==> src/rtl/assert_macros.svh <==
// Assertion helpers, sampled on clk_i; LFC_ASSERT is disabled while rst_ni is low, LFC_ASSERT_ALWAYS is not.
`ifndef ASSERT_MACROS_SVH
`define ASSERT_MACROS_SVH

`define LFC_ASSERT(label, prop, msg) \
  label: assert property (@(posedge clk_i) disable iff (!rst_ni) (prop)) else $error(msg);

`define LFC_ASSERT_ALWAYS(label, prop, msg) \
  label: assert property (@(posedge clk_i) (prop)) else $error(msg);

`endif

==> src/rtl/lfc_pkg.sv <==
package lfc_pkg;

  localparam int unsigned SEEN_DEPTH_DEF    = 256;
  localparam int unsigned MAX_FRAMES_DEF    = 64;
  localparam int unsigned KEY_MAX_BYTES_DEF = 16;

  localparam int unsigned WORD_W   = 64;
  localparam int unsigned LEN_W    = 5;
  localparam int unsigned KEY_W    = 2 * WORD_W + LEN_W;
  localparam int unsigned FRAMES_W = 7;
  localparam int unsigned STATUS_W = 3;
  localparam int unsigned SLOT_W   = 8;

  localparam logic [FRAMES_W-1:0] FRAMES_RESET = 7'd16;

  localparam logic [STATUS_W-1:0] ST_NEW        = 3'd0;
  localparam logic [STATUS_W-1:0] ST_KNOWN      = 3'd1;
  localparam logic [STATUS_W-1:0] ST_RESIDENT   = 3'd2;
  localparam logic [STATUS_W-1:0] ST_FRONT      = 3'd3;
  localparam logic [STATUS_W-1:0] ST_TABLE_FULL = 3'd4;

  typedef enum logic [3:0] {
    S_IDLE, S_SCAN_RD, S_SCAN_CMP, S_NOTFOUND, S_FOUND, S_EV_CHK, S_EV_RD,
    S_EV_WR, S_MV_RD, S_MV_WR, S_PF1, S_PF2, S_DONE
  } state_e;

  typedef enum logic [3:0] {
    CMD_NONE, CMD_ACCEPT, CMD_CMP, CMD_NEW, CMD_FOUND, CMD_EV_CHK,
    CMD_UL_EV, CMD_UL_MV, CMD_PF1, CMD_PF2, CMD_DONE
  } cmd_e;

  typedef struct packed {
    cmd_e cmd;
    logic in_ready;
  } ctrl_t;

  typedef struct packed {
    logic in_valid;
    logic idx_lt_used;
    logic match;
    logic full;
    logic need_evict;
    logic resident;
    logic at_front;
    logic out_free;
  } stat_t;

endpackage

==> src/rtl/lfc_ctrl.sv <==
module lfc_ctrl (
  input  logic           clk_i,
  input  logic           rst_ni,
  input  lfc_pkg::stat_t stat_i,
  output lfc_pkg::ctrl_t ctrl_o
);
  lfc_pkg::state_e state_q, state_d;

  always_ff @(posedge clk_i or negedge rst_ni) begin
    if (!rst_ni) begin
      state_q <= lfc_pkg::S_IDLE;
    end else begin
      state_q <= state_d;
    end
  end

  always_comb begin
    state_d = state_q;
    case (state_q)
      lfc_pkg::S_IDLE: begin
        if (stat_i.in_valid) state_d = lfc_pkg::S_SCAN_RD;
      end
      lfc_pkg::S_SCAN_RD: begin
        state_d = stat_i.idx_lt_used ? lfc_pkg::S_SCAN_CMP : lfc_pkg::S_NOTFOUND;
      end
      lfc_pkg::S_SCAN_CMP: begin
        state_d = stat_i.match ? lfc_pkg::S_FOUND : lfc_pkg::S_SCAN_RD;
      end
      lfc_pkg::S_NOTFOUND: begin
        state_d = stat_i.full ? lfc_pkg::S_DONE : lfc_pkg::S_EV_CHK;
      end
      lfc_pkg::S_FOUND: begin
        if (!stat_i.resident) state_d = lfc_pkg::S_EV_CHK;
        else if (!stat_i.at_front) state_d = lfc_pkg::S_MV_RD;
        else state_d = lfc_pkg::S_DONE;
      end
      lfc_pkg::S_EV_CHK: begin
        state_d = stat_i.need_evict ? lfc_pkg::S_EV_RD : lfc_pkg::S_PF1;
      end
      lfc_pkg::S_EV_RD: state_d = lfc_pkg::S_EV_WR;
      lfc_pkg::S_EV_WR: state_d = lfc_pkg::S_EV_CHK;
      lfc_pkg::S_MV_RD: state_d = lfc_pkg::S_MV_WR;
      lfc_pkg::S_MV_WR: state_d = lfc_pkg::S_PF1;
      lfc_pkg::S_PF1:   state_d = lfc_pkg::S_PF2;
      lfc_pkg::S_PF2:   state_d = lfc_pkg::S_DONE;
      lfc_pkg::S_DONE: begin
        if (stat_i.out_free) state_d = lfc_pkg::S_IDLE;
      end
      default: state_d = lfc_pkg::S_IDLE;
    endcase
  end

  always_comb begin
    ctrl_o.cmd      = lfc_pkg::CMD_NONE;
    ctrl_o.in_ready = 1'b0;
    case (state_q)
      lfc_pkg::S_IDLE: begin
        ctrl_o.in_ready = 1'b1;
        if (stat_i.in_valid) ctrl_o.cmd = lfc_pkg::CMD_ACCEPT;
      end
      lfc_pkg::S_SCAN_CMP: ctrl_o.cmd = lfc_pkg::CMD_CMP;
      lfc_pkg::S_NOTFOUND: ctrl_o.cmd = lfc_pkg::CMD_NEW;
      lfc_pkg::S_FOUND:    ctrl_o.cmd = lfc_pkg::CMD_FOUND;
      lfc_pkg::S_EV_CHK:   ctrl_o.cmd = lfc_pkg::CMD_EV_CHK;
      lfc_pkg::S_EV_WR:    ctrl_o.cmd = lfc_pkg::CMD_UL_EV;
      lfc_pkg::S_MV_WR:    ctrl_o.cmd = lfc_pkg::CMD_UL_MV;
      lfc_pkg::S_PF1:      ctrl_o.cmd = lfc_pkg::CMD_PF1;
      lfc_pkg::S_PF2:      ctrl_o.cmd = lfc_pkg::CMD_PF2;
      lfc_pkg::S_DONE:     ctrl_o.cmd = lfc_pkg::CMD_DONE;
      default:             ctrl_o.cmd = lfc_pkg::CMD_NONE;
    endcase
  end

`include "assert_macros.svh"

  `LFC_ASSERT(a_ready_idle_only, ctrl_o.in_ready |-> state_q == lfc_pkg::S_IDLE, "ready outside idle")
  `LFC_ASSERT(a_pf_order, state_q == lfc_pkg::S_PF1 |=> state_q == lfc_pkg::S_PF2, "push out of order")
  `LFC_ASSERT_ALWAYS(a_reset_idle, !rst_ni |=> state_q == lfc_pkg::S_IDLE, "not idle in reset")
endmodule

==> config.mk <==
export PLATFORM = sky130hd
export DESIGN_NAME = lfc_ctrl
export DESIGN_NICKNAME = d
export VERILOG_FILES = /design/src/rtl/lfc_pkg.sv /design/src/rtl/lfc_ctrl.sv
export VERILOG_INCLUDE_DIRS = /design/src /design/src/rtl
export SDC_FILE = /design/constraint.sdc
export NUM_CORES = 1
export LEC_CHECK = 0
export CORE_AREA = 2 2 39 41
export CTS_BUF_LIST = sky130_fd_sc_hd__clkbuf_2
export DETAILED_ROUTE_END_ITERATION = 12
export DIE_AREA = 0 0 41 43
export DONT_BUFFER_PORTS = 1
export GPL_TIMING_DRIVEN = 0
export PLACE_DENSITY = 0.45
export RECOVER_POWER = 50
export SYNTH_ARGS = -nofsm -noshare
export SYNTH_HDL_FRONTEND = slang
export SYNTH_SLANG_ARGS = --single-unit
==> constraint.sdc <==
create_clock -name clk_i -period 1.7 [get_ports clk_i]
set_input_delay 0.17 -clock clk_i [delete_from_list [all_inputs] [get_ports clk_i]]
set_output_delay 0.17 -clock clk_i [all_outputs]
set_load 0.01 [all_outputs]
Word level (Yosys, flattened, before mapping)

Index checks and enable logic that the tools add are counted.

Reduce and logical (&&, ||, !) cells: 2
Multiplexer cells: 12
Equal/unequal tests: 14

Operators by type and width:

| cell                                                                   | count |
|---|---|
| 4-bit case mux with 13 select lines                                    | 1 |
| 4-bit case mux with 10 select lines                                    | 1 |
| 4-bit equality test (second input constant)                            | 5 |
| 4-bit two-way mux                                                      | 5 |
| 4-bit by 3-bit equality test with 1-bit output (second input constant) | 4 |
| 4-bit by 2-bit equality test with 1-bit output (second input constant) | 2 |
| 3-bit two-way mux                                                      | 2 |
| 4-bit by 1-bit equality test with 1-bit output (second input constant) | 1 |
| 4-bit logical NOT                                                      | 1 |
| 2-bit != test (second input constant)                                  | 2 |
| 1-bit two-way mux                                                      | 3 |
| 2-bit AND reduction                                                    | 1 |

Output and inout bits: 5
Flip-flop bits (word level): 4
Word-level logic and storage cells: 29

Logic depth before layout (Yosys ltp)

Gate-level depths: netlist of the first run.

Word-level depth: 3
Mapped depth: 4
Mapped depth without buffers: 3

Least setup slack after synthesis of the first run

Ideal clock, no wire load.

Path kind: register to output
Start point: reg state_q[3]
End point: out ctrl_o[1] (netlist bit)
Buffers on the path: 1
Cell stages (with the launch flop): 4
Arrival time: 1.060 ns
Path slack: 0.470 ns
Path through: dfrtp_1 buf_2 or2b_1 o22ai_1

RTL lines:

| item                   | RTL line       | RTL |
|---|---|---|
| from (decl)            | lfc_ctrl.sv:7  | `lfc_pkg::state_e state_q, state_d;` |
| from (signal assigned) | lfc_ctrl.sv:11 | `state_q <= lfc_pkg::S_IDLE;` |
| from (signal assigned) | lfc_ctrl.sv:13 | `state_q <= state_d;` |
| to (decl)              | lfc_ctrl.sv:5  | `output lfc_pkg::ctrl_t ctrl_o` |

==> results of run 1 <==
-- cell usage in the layout, fill, tap and decap left out, drive strengths merged --
cell type    count
o221ai           2
a222oi           2
a21boi           1
a21oi            1
a31oi            2
or2b             2
nand2            4
nor4             1
mux2             1
o21a             2
nor2b            3
dlygate4sd3      1
or4              1
o21ai            1
o211a            1
nor2             4
clkbuf           3
nand3            2
buf              4
nand2b           3
inv              3
mux2i            3
or3b             1
o22ai            2
dfrtp            4
-- worst paths after layout --
check | depth (start not counted) | start | to
worst max-delay path | 3 | state_q[3]$_DFFE_PN0P_ | ctrl_o[1]
worst min-delay path | 2 | stat_i[7] | state_q[0]$_DFFE_PN0P_
worst max register to register | 3 | state_q[0]$_DFFE_PN0P_ | state_q[0]$_DFFE_PN0P_
worst min register to register | 2 | state_q[3]$_DFFE_PN0P_ | state_q[1]$_DFFE_PN0P_
max in group asynchronous | 1 | rst_ni | state_q[0]$_DFFE_PN0P_
min in group asynchronous | 1 | rst_ni | state_q[2]$_DFFE_PN0P_
-- power by group through the flow --
stage                     combinational (mW)  sequential [mW]  clock (mW)
after global placement                 0.694            0.227           0
after global routing                   0.767            0.229      0.0975
after CTS                              0.693            0.217      0.0884
after floorplan                        0.588            0.200           0
after detailed placement               0.690            0.218           0
final                                  0.690            0.221      0.0815
-- cells in the mapped netlist --
| library cell | count |
|---|---|
| dfrtp_1 | 4 |
| a31oi_1 | 2 |
| or3b_1 | 1 |
| nor2b_1 | 2 |
| o221ai_1 | 1 |
| o21ai_1 | 1 |
| o21a_1 | 2 |
| mux2i_1 | 3 |
| a222oi_1 | 2 |
| inv_1 | 3 |
| buf_4 | 1 |
| nor4_2 | 1 |
| o211a_1 | 1 |
| buf_2 | 1 |
| a21oi_1 | 1 |
| nand2b_1 | 3 |
| or4_1 | 1 |
| nor2_1 | 2 |
| or2b_1 | 2 |
| mux2_2 | 1 |
| nand3_1 | 2 |
| o221ai_2 | 1 |
| nor2b_2 | 1 |
| a21boi_0 | 1 |
| nand2_1 | 4 |
| o22ai_1 | 2 |
| buf_6 | 2 |
| nor2_2 | 2 |
-- layer usage --
| layer | global-route usage [%] | part of all wire (%) | vias to the layer above | wire length (um) |
|---|---|---|---|---|
| met1 | 19.0 | 47 | 177 | 467 |
| li1 | - | - | 194 | - |
| met2 | 20.3 | 49 | 6 | 484 |
| met5 | 0 | 0 | - | 0 |
| met3 | 3.66 | 2.8 | 2 | 28 |
| met4 | 10.0 | 0.81 | 0 | 8 |
-- through the flow --
step | instances | hold slack, ps
final | 70 | 135
after global routing | 70 | 118
after CTS | 70 | 119
after detailed placement | 66 | -125
after global placement | 66 | -125
after floorplan | 50 | -126
-- critical path: cells and delay by family (launching register included) --
| kind | cells | cell delay, ps |
|---|---|---|
| compound gates | 1 | 270 |
| buf+inv | 1 | 210 |
| flops | 1 | 420 |
| simple gates | 1 | 280 |
-- final cells by class --
type                            count  area, um^2
Buffer                              4        35.0
Inverter                            3        11.3
Multi-Input combinational cell     39         282
Fill cell                         152         911
Clock buffer                        3        15.0
Tap cell                           16        20.0
Sequential cell                     4         100
Timing Repair Buffer                1        10.0
-- kinds of logic after synthesis --
group	share of synthesized area [%]
buf+inv	10.8
compound gates	26.0
flops	23.4
simple gates	30.1
mux	9.65
==> out/results.ini, run 1 <==
[outcome]
status=finished clean

[clock_tree]
holdBufCountCts=1
htreeDepth=1
clockBufferDepth=2
clk_latency_ps=200
cts_buffers=3
postCtsSetupBuffers=0
cts_tree=yes
clock-sinks=4
cts_resized=0
clk_pin_slew_ps=40
cts_root_buf=clkbuf_2

[finish]
final_core_util_pct=34.2
finalNetCount=66
layout-drive-gt1-share_pct=24.1
antenna_cells=0
final_area_um2=473
area_growth_pct=10.5
regMostFlops=state_q
largest_register_ffs=4
reg_top3=state_q (4)

[timing]
slew_headroom_pct=71.3
worstMarginPinSlew_ps=427
finalSetupViolCount=0
hold_viol_final=0
setup_ws_ps=148
finClkSkew_ps=0.865
min_period_over_period_pct=91.3
setup_tns_ps=0
period_minus_slack_ps=1550
final_max_slew_viol_count=0
fmax_mhz=644
rsz0062_at_grt=no

[power]
swShare_pct=49.2
peakVddDrop_mv=0.761
clock_power_share_pct=8.2
power_frac_seq_pct=22.3
power_mw=0.993
powerDensity_nw_per_um2=2100
p_leak_nw=0.193
p_sw_mw=0.488
combPwrFrac_pct=69.5
p_int_mw=0.505

[route]
wl_um=989
vias_per_cell=5.41
drc=0
drtIter0Drc=10
wl_per_cell_um=14.1
dr.pass1.iters=4
ant_nets=0
via_count=379

[synth]
yosys_warnings=0
synthDistinctLibCells=28
synthesis.instances=50
synth_top_area_share_pct=23.4
ys_top_cells_by_area=dfrtp_1, mux2i_1, buf_6, a222oi_1, nand2b_1
ys_seq_area_share_pct=23.4
synthesis.area_um2=428
synth_top_area_cell=dfrtp_1
ys_ff_latch=4
syn_nets=60
syn_avg_cell_area_um2=8.56

[die]
start_util_pct=30.9
ios=15
die_w_um=41
coreArea_um2=1380
die_h_um=43
fp-row-count=14
die_area_um2=1760

[global_route]
grt_use_total_pct=14.6
antenna_found_initial=0
grt_pass1_wl_um=1710
grt_max_degree=11
overflow=0
grt_pass1_vias=385

[worst_setup_path]
crit_required_ps=1530
arrival_ps=1380
path_max_fanout=10
crit_type=reg2out
slowest_delay_ps=420
worst_setup_path_end_kind=primary output
rrSetupSlack_ps=380
cp-start-kind=register
cp_slowest_cell=dfrtp_1
cp_cell_sequence=buf_2 > or2b_1 > o22ai_1

[hold_path]
hp-class=in2reg

[placement]
portBuffers=0
preCtsSetupSlack_ps=370
placed_area_um2=448
hpwlAfterDp_um=770
gp_congestion=0.764

[flow_run]
max_cap_violations=0

(Power assumes the default switching activity.)
==> run 2: changes to the inputs <==
--- a/config.mk
+++ b/config.mk
@@ -11,7 +11,6 @@
 export DETAILED_ROUTE_END_ITERATION = 12
 export DIE_AREA = 0 0 41 43
 export DONT_BUFFER_PORTS = 1
-export GPL_TIMING_DRIVEN = 0
 export PLACE_DENSITY = 0.45
 export RECOVER_POWER = 50
 export SYNTH_ARGS = -nofsm -noshare
==> out/results.ini, run 2 (synthesis results as in run 1) <==
[route]
wl_um=951  ; -3.8%
via_count=364  ; -4.0%
ant_nets=0  ; unchanged
drtIter0Drc=11  ; +1
dr.pass1.iters=4  ; unchanged
drc=0  ; unchanged
wl_per_cell_um=14.0  ; -1.0%
vias_per_cell=5.35  ; -1.1%

[die]
ios=15  ; unchanged
die_h_um=43  ; unchanged
die_w_um=41  ; unchanged
coreArea_um2=1380  ; unchanged
die_area_um2=1760  ; unchanged
start_util_pct=30.9  ; unchanged
fp-row-count=14  ; unchanged

[clock_tree]
cts_buffers=3  ; unchanged
clk_pin_slew_ps=50  ; about the same
cts_root_buf=clkbuf_2
clk_latency_ps=200  ; about the same
clockBufferDepth=2  ; unchanged
cts_tree=yes
clock-sinks=4  ; unchanged
htreeDepth=1  ; unchanged

[power]
peakVddDrop_mv=0.891  ; +17%
p_leak_nw=0.177  ; -8.0%
powerDensity_nw_per_um2=2060  ; -1.8%

[worst_setup_path]
cp-start-kind=register
arrival_ps=1440  ; +60 ps
r2r-start=state_q[1]$_DFFE_PN0P_
crit_required_ps=1530  ; about the same
worst-r2r-cell-count=4  ; +1
crit_type=reg2out
cp_slowest_cell=dfrtp_1
cp_cell_sequence=or2b_1 > o22ai_1
rrSetupSlack_ps=200  ; -180 ps
path_max_fanout=15  ; +5
worst_setup_path_end_kind=primary output
r2r-end=state_q[0]$_DFFE_PN0P_
slowest_delay_ps=650  ; +230 ps
endpoint=ctrl_o[3]
cp-startpoint=state_q[2]$_DFFE_PN0P_

[timing]
rsz0062_at_grt=no
final_max_slew_viol_count=0  ; unchanged
finClkSkew_ps=2.91  ; +2.05 ps
fmax_mhz=622  ; -3.4%
hold_viol_final=0  ; unchanged
setup_tns_ps=0  ; unchanged
slew_headroom_pct=66.8  ; -4.5 points
period_minus_slack_ps=1610  ; +55.5 ps
finalSetupViolCount=0  ; unchanged
min_period_over_period_pct=94.6  ; +3.3 points
worstMarginPinSlew_ps=498  ; +71.2 ps

[finish]
layout-drive-gt1-share_pct=19.2  ; -4.8 points
antenna_cells=0  ; unchanged
nFillCells=164  ; +7.9%
finalNetCount=64  ; -3.0%
regMostFlops=state_q
largest_register_ffs=4  ; unchanged
reg_top3=state_q (4)
area_growth_pct=4.68
seqCellArea_um2=101  ; +1.2%
stdcell_count=68  ; -2.9%
layout_commonest_cell=nand2_1
multi_input_area_um2=279  ; -0.89%

[placement]
gp_congestion=0.715  ; -6.4%
portBuffers=0  ; unchanged
dp_cells=64  ; -3.0%
hpwlAfterDp_um=706  ; -8.3%

[outcome]
status=finished clean

[global_route]
overflow=0  ; unchanged
grt_use_total_pct=12.5  ; -2.2 points
grt_pass1_wl_um=1520  ; -11%
antenna_found_initial=0  ; unchanged
grt_max_degree=17  ; +6
grt_pass1_vias=364  ; -5.5%

[hold_path]
hp-class=in2reg
whs_path_depth=2  ; unchanged

[flow_run]
max_cap_violations=0  ; unchanged

## run 2: cell count changes in the layout (fill, tap and decap cells not counted), sizes merged
| cell | delta |
|---|---|
| buf | -3 |
| clkbuf | +1 |
## run 2: area by class of cell
type	count	share of cell area (%)
timing repair buffer	3	4.75
clock buffer	3	3.35
sequential	4	22.6
multi-input combinational	39	62.3
inverter	3	2.51
tap	16	4.47
## run 2: layer usage
metal	track usage (%)	routed length [um]	part of all wire, %
met1	16.2	447	47
met3	1.57	12	1.3
met4	8.00	0	0
met2	18.4	491	52
met5	0	0	0
## run 2: worst min path at each step
stage                     startpoint                     end
after global routing       stat_i[7]  state_q[0]$_DFFE_PN0P_
after CTS                  stat_i[7]  state_q[0]$_DFFE_PN0P_
after detailed placement      rst_ni  state_q[1]$_DFFE_PN0P_
final                      stat_i[7]  state_q[0]$_DFFE_PN0P_
after floorplan               rst_ni  state_q[0]$_DFFE_PN0P_
after global placement        rst_ni  state_q[1]$_DFFE_PN0P_
## run 2: timing repair
action / 4_1_cts / 5_1_grt
gates resized for setup: 0 / 1
endpoints found under the hold margin: 4 / 0
buffers inserted: 0 / 0
endpoints found under the setup margin: 0 / 1
hold buffers: 1 / 0
## run 2: power by group
part           internal, mW  switching, mW
Clock                0.0475         0.0374
Combinational         0.259          0.265
Sequential            0.146          0.169
## run 2: per-stage QoR
step	power (mW)	setup WS (ps)	util [%]	hold slack, ps	instance area, um^2
floorplan	0.787	470	-	-126	428
global placement	0.857	261	30.9	-125	428
detailed placement	0.849	257	30.9	-125	428
CTS	0.942	20.4	32.7	116	453
global route	1.01	15.9	32.4	138	448
finish	0.924	92.2	32.4	120	448
## run 2: critical path: cells and delay by family, from the launching register on
family           cells  cell delay [ps]
flip-flops           1              650
AO/OA/AOI/OAI        1              280
AND/OR/NAND/NOR      1              320
